==> src/rtl/pba_pkg.sv <==
// Shared types, codes and constants of the page bitmap allocator.
package pba_pkg;

  localparam int NUM_PAGES_DEF = 65536;
  localparam int WORD_W        = 32;
  localparam int BIT_W         = 5;
  localparam int OFF_W         = 6;
  localparam int CMD_W         = 2;
  localparam int PAGE_W        = 16;
  localparam int LEN_W         = 17;
  localparam int CNT_W         = 17;
  localparam int IN_TDATA_W    = 40;
  localparam int OUT_TDATA_W   = 40;

  localparam logic [LEN_W-1:0] PAGE_COUNT_RST = 17'h10000;

  typedef enum logic [CMD_W-1:0] {
    CMD_ALLOC   = 2'd0,
    CMD_FREE    = 2'd1,
    CMD_RESERVE = 2'd2,
    CMD_QUERY   = 2'd3
  } pba_cmd_t;

  typedef enum logic [1:0] {
    STAT_OK    = 2'd0,
    STAT_NORUN = 2'd1,
    STAT_RANGE = 2'd2
  } pba_status_t;

  typedef enum logic [3:0] {
    S_CLEAR,
    S_IDLE,
    S_RCINIT,
    S_RECOUNT,
    S_SCAN,
    S_UPSET,
    S_UPDATE,
    S_QUERY,
    S_DONE
  } pba_state_t;

  typedef struct packed {
    logic             hit;
    logic [BIT_W-1:0] hit_end;
    logic [OFF_W-1:0] pre_free;
    logic [OFF_W-1:0] lead_free;
  } pba_scan_t;

endpackage

==> src/rtl/pba_word_unit.sv <==
// Shared bitmap word unit: free-run search, run update mask and bit count.
module pba_word_unit
  import pba_pkg::*;
(
  input  logic [WORD_W-1:0] word_i,
  input  logic [OFF_W-1:0]  valid_off_i,
  input  logic [OFF_W-1:0]  lo_off_i,
  input  logic [OFF_W-1:0]  hi_off_i,
  input  logic [OFF_W-1:0]  run_len_i,
  input  logic              set_i,
  output pba_scan_t         scan_o,
  output logic [WORD_W-1:0] word_o,
  output logic [OFF_W-1:0]  chg_cnt_o
);

  logic [WORD_W-1:0] free_w;
  logic [WORD_W-1:0] umask;
  logic [WORD_W-1:0] chg;
  logic [WORD_W-1:0] runs [OFF_W];
  logic [WORD_W-1:0] acc;
  logic              acc_empty;

  always_comb begin
    for (int k = 0; k < WORD_W; k++) begin
      free_w[k] = !word_i[k] && (OFF_W'(k) < valid_off_i);
      umask[k]  = (OFF_W'(k) >= lo_off_i) && (OFF_W'(k) < hi_off_i);
    end
  end

  // runs[b][j]: pages j-2^b+1 .. j of this word are all free
  always_comb begin
    runs[0] = free_w;
    for (int b = 1; b < OFF_W; b++) begin
      runs[b] = runs[b-1] & (runs[b-1] << (1 << (b-1)));
    end
  end

  always_comb begin
    acc       = '1;
    acc_empty = 1'b1;
    for (int b = 0; b < OFF_W; b++) begin
      if (run_len_i[b]) begin
        if (acc_empty) begin
          acc = runs[b];
        end else begin
          acc = runs[b] & (acc << (1 << b));
        end
        acc_empty = 1'b0;
      end
    end
  end

  always_comb begin
    scan_o.hit       = !acc_empty && (|acc);
    scan_o.hit_end   = '0;
    scan_o.pre_free  = OFF_W'(WORD_W);
    scan_o.lead_free = OFF_W'(WORD_W);
    for (int k = WORD_W - 1; k >= 0; k--) begin
      if (acc[k]) begin
        scan_o.hit_end = BIT_W'(k);
      end
      if (!free_w[k]) begin
        scan_o.pre_free = OFF_W'(k);
      end
    end
    for (int k = 0; k < WORD_W; k++) begin
      if (!free_w[k]) begin
        scan_o.lead_free = OFF_W'(WORD_W - 1 - k);
      end
    end
  end

  assign chg       = set_i ? (umask & ~word_i) : (umask & word_i);
  assign word_o    = set_i ? (word_i | umask) : (word_i & ~umask);
  assign chg_cnt_o = OFF_W'($countones(chg));

endmodule

==> config.mk <==
export PLATFORM = sky130hd
export DESIGN_NAME = pba_word_unit
export DESIGN_NICKNAME = d
export VERILOG_FILES = /design/src/rtl/pba_pkg.sv /design/src/rtl/pba_word_unit.sv
export SDC_FILE = /design/constraint.sdc
export NUM_CORES = 1
export LEC_CHECK = 0
export BUFFER_PORTS_ARGS = -buffer_cell sky130_fd_sc_hd__buf_2
export CAP_MARGIN = 20
export CORE_MARGIN = 8
export CORE_UTILIZATION = 45
export DETAILED_ROUTE_END_ITERATION = 16
export PLACE_DENSITY = 0.66
export SYNTH_ARGS = -nofsm -noshare
export SYNTH_HDL_FRONTEND = slang
export SYNTH_SLANG_ARGS = --single-unit
==> constraint.sdc <==
create_clock -name vclk -period 7.25
set_input_delay 0.3625 -clock vclk [all_inputs]
set_output_delay 0.3625 -clock vclk [all_outputs]
set_load 0.01 [all_outputs]
==> flow_summary.toml <==
[drt]
drtIter0Drc = 1218
dr.pass1.iters = 6
wl_per_cell_um = 23.8
vias = 8449
ant_nets = 0
routed_wl_mm = 28.8
viasPerCell = 6.97
drc = 0

[cts]
holdBufCountCts = 0
cts_setup_buffers = 0
cts_resized = 0

[critical_path]
start_kind = "primary input"
crit_fanout = 18
critPathTopFamily = "adder cells"
cp-end-kind = "output port"
critPathMaxStageDelay_ns = 0.71
critPathRequiredTime_ns = 6.89
worst_ep_arrival_time_ns = 6.13
cp_num_buf_inv = 7
startpoint = "lo_off_i[2]"
cpMostUsedCell = "fa_1"
cpMaxStageDelayCell = "or4b_2"
critical_path_class = "primary input to output port"
crit_chain = "buf_2, or4b_2, a211oi_1, nand2_1, fa_1, fa_1, inv_1, fa_1, inv_1, fa_1, fa_1, fa_1, inv_1, ha_1, inv_1, fa_1, inv_1, a21o_1, a21oi_1, xnor2_1, buf_2"

[floorplan]
die_area_mm2 = 0.0186
die_w_um = 136
core_mm2 = 0.0143
num_rows = 44
die_y_um = 136
start_util = 0.455
io_pins = 113

[layout]
drive_gt1_frac = 0.207
fin_nets = 1118
num-clock-buffers = 0
seqCellArea_um2 = 0
syn2layout_area_growth_pct = 6.93
seq_cells = 0
diodes = 0

[synth]
ys_types = 99
synth.yosys.seq_area_share = 0
ys_warn_count = 0
postSynthAreaPerCell_um2 = 6.58
netlist_area_mm2 = 0.00652
syn_nets = 1079
synthCells = 991

[timing]
slew_viol_final = 0
hold_violations = 0
fin_crit_sh = 0.895
worstMarginPinSlew_ns = 1.02
max_freq_ghz = 0.154
slew_headroom = 0.314
rsz0062_at_grt = "false"
min_period_ns = 6.49
setup_violations = 0
final.setup.worst_slack_ns = 0.758
setup_tns_ns = 0

[placed_design]
gp_congestion = 0.982
dpl.hpwl_mm = 22.9
io_buffers = 113
pre_cts_ws_ns = 0.777

[min_path]
hold_start = "word_i[31]"
min_path_cells = 3
hold_class = "primary input to output port"
holdPathEnd = "word_o[31]"

[power_and_ir_drop]
pwr-share-seq = 0
irDropWorstVdd_v = 0.0000780
p_leak_nw = 2.56
p_int_mw = 0.207
p_sw_mw = 0.365
p_sw_frac = 0.638
clkPwrFrac = 0
p_per_area_mw_per_mm2 = 82.1
comb_power_share = 1.000

[grt]
grt_first_pass_wirelength_mm = 44.5
grt-ovfl-total = 0
grt_usage = 0.298
grt_pass1_vias = 7556
antenna_found_initial = 0
grt_max_degree = 43

[run]
maxCapViolCount = 0

[status]
status = "complete, no violations"
==> Yosys cell counts, drive strengths merged (6+ instances only) <==
cell type	count	share of area
and3	9	0.0086
a2111oi	7	0.013
fa	24	0.074
nor2b	13	0.012
buf	26	0.028
or2	15	0.014
o22ai	9	0.0096
nor4b	8	0.015
xnor2	12	0.016
nand3	41	0.031
o21ai	69	0.054
o32ai	7	0.011
nand2b	19	0.018
nor3	45	0.037
or4	6	0.0069
a221oi	10	0.017
xor2	23	0.031
o31ai	8	0.0092
a211o	7	0.0094
inv	38	0.022
ha	7	0.013
o21bai	6	0.0075
mux2	31	0.054
nand4	23	0.023
nor2	96	0.056
a21o	9	0.010
a21oi	87	0.070
o211ai	14	0.017
and2	15	0.014
a31oi	17	0.016
clkbuf	57	0.033
nand2	80	0.047
or3	14	0.013
a211oi	36	0.046
nor4	31	0.040
==> metrics by stage <==
step                      hold WS (ns)  area, µm²  total power [mW]  utilization  instances
final                             1.10       6970             0.572        0.487       1212
after global routing              1.12       6970             0.633        0.487       1212
after CTS                         1.10       6970             0.565        0.487       1212
after detailed placement          1.10       6970             0.563        0.487       1212
after global placement            1.10       6970             0.555        0.487       1212
after floorplan                  0.861       6520             0.395            -        991
==> per-layer routing <==
metal / track usage / up-vias / wire length [µm]
met5: 0 / - / 0
met4: 0.0366 / 0 / 323
met3: 0.0462 / 31 / 3250
met2: 0.453 / 588 / 12600
met1: 0.440 / 3993 / 12600
li1: - / 3837 / -
==> layout make-up <==
cell class	instances	area, µm²
fillers	1553	7350
multi-input cells	870	5980
repair buffers	120	618
well taps	184	230
inverters	38	143
==> cell usage in the layout (no fill, tap or decap), drive strengths merged, types with 17 or more instances in the layout <==
cell    synthesis  routed
nand2          80      80
nand3          41      41
xor2           23      23
nor4           31      31
a211oi         36      36
inv            38      38
nor3           45      45
mux2           31      31
o21ai          69      69
nand4          23      23
nor2           96      96
buf            26     120
nand2b         19      19
a31oi          17      17
fa             24      24
a21oi          87      87
==> power groups by stage <==
stage                     Combinational, mW  Clock [mW]  Sequential (mW)
after floorplan                       0.395           0                0
after global placement                0.555           0                0
after detailed placement              0.563           0                0
after CTS                             0.565           0                0
after global routing                  0.633           0                0
final                                 0.572           0                0
==> how the worst max path moves through the flow <==
stage,endpoint,slack (ns),cells after the start
after floorplan,chg_cnt_o[4],1.05,21
after global placement,chg_cnt_o[4],0.79,21
after detailed placement,chg_cnt_o[4],0.78,21
after CTS,chg_cnt_o[4],0.77,21
after global routing,chg_cnt_o[4],0.46,21
final,chg_cnt_o[4],0.76,21
==> kinds of logic (layout without fill, tap and decap cells) <==
kind of cell / count (synthesis) / in the layout / share of synthesized area
adder cells (fa/ha/maj): 31 / 31 / 0.0872
XOR/XNOR: 35 / 35 / 0.0470
AND/OR/NAND/NOR: 428 / 428 / 0.357
buffers and inverters: 121 / 158 / 0.0828
AO/OA/AOI/OAI: 344 / 344 / 0.371
multiplexers: 32 / 32 / 0.0551
(Power assumes the default switching activity.)
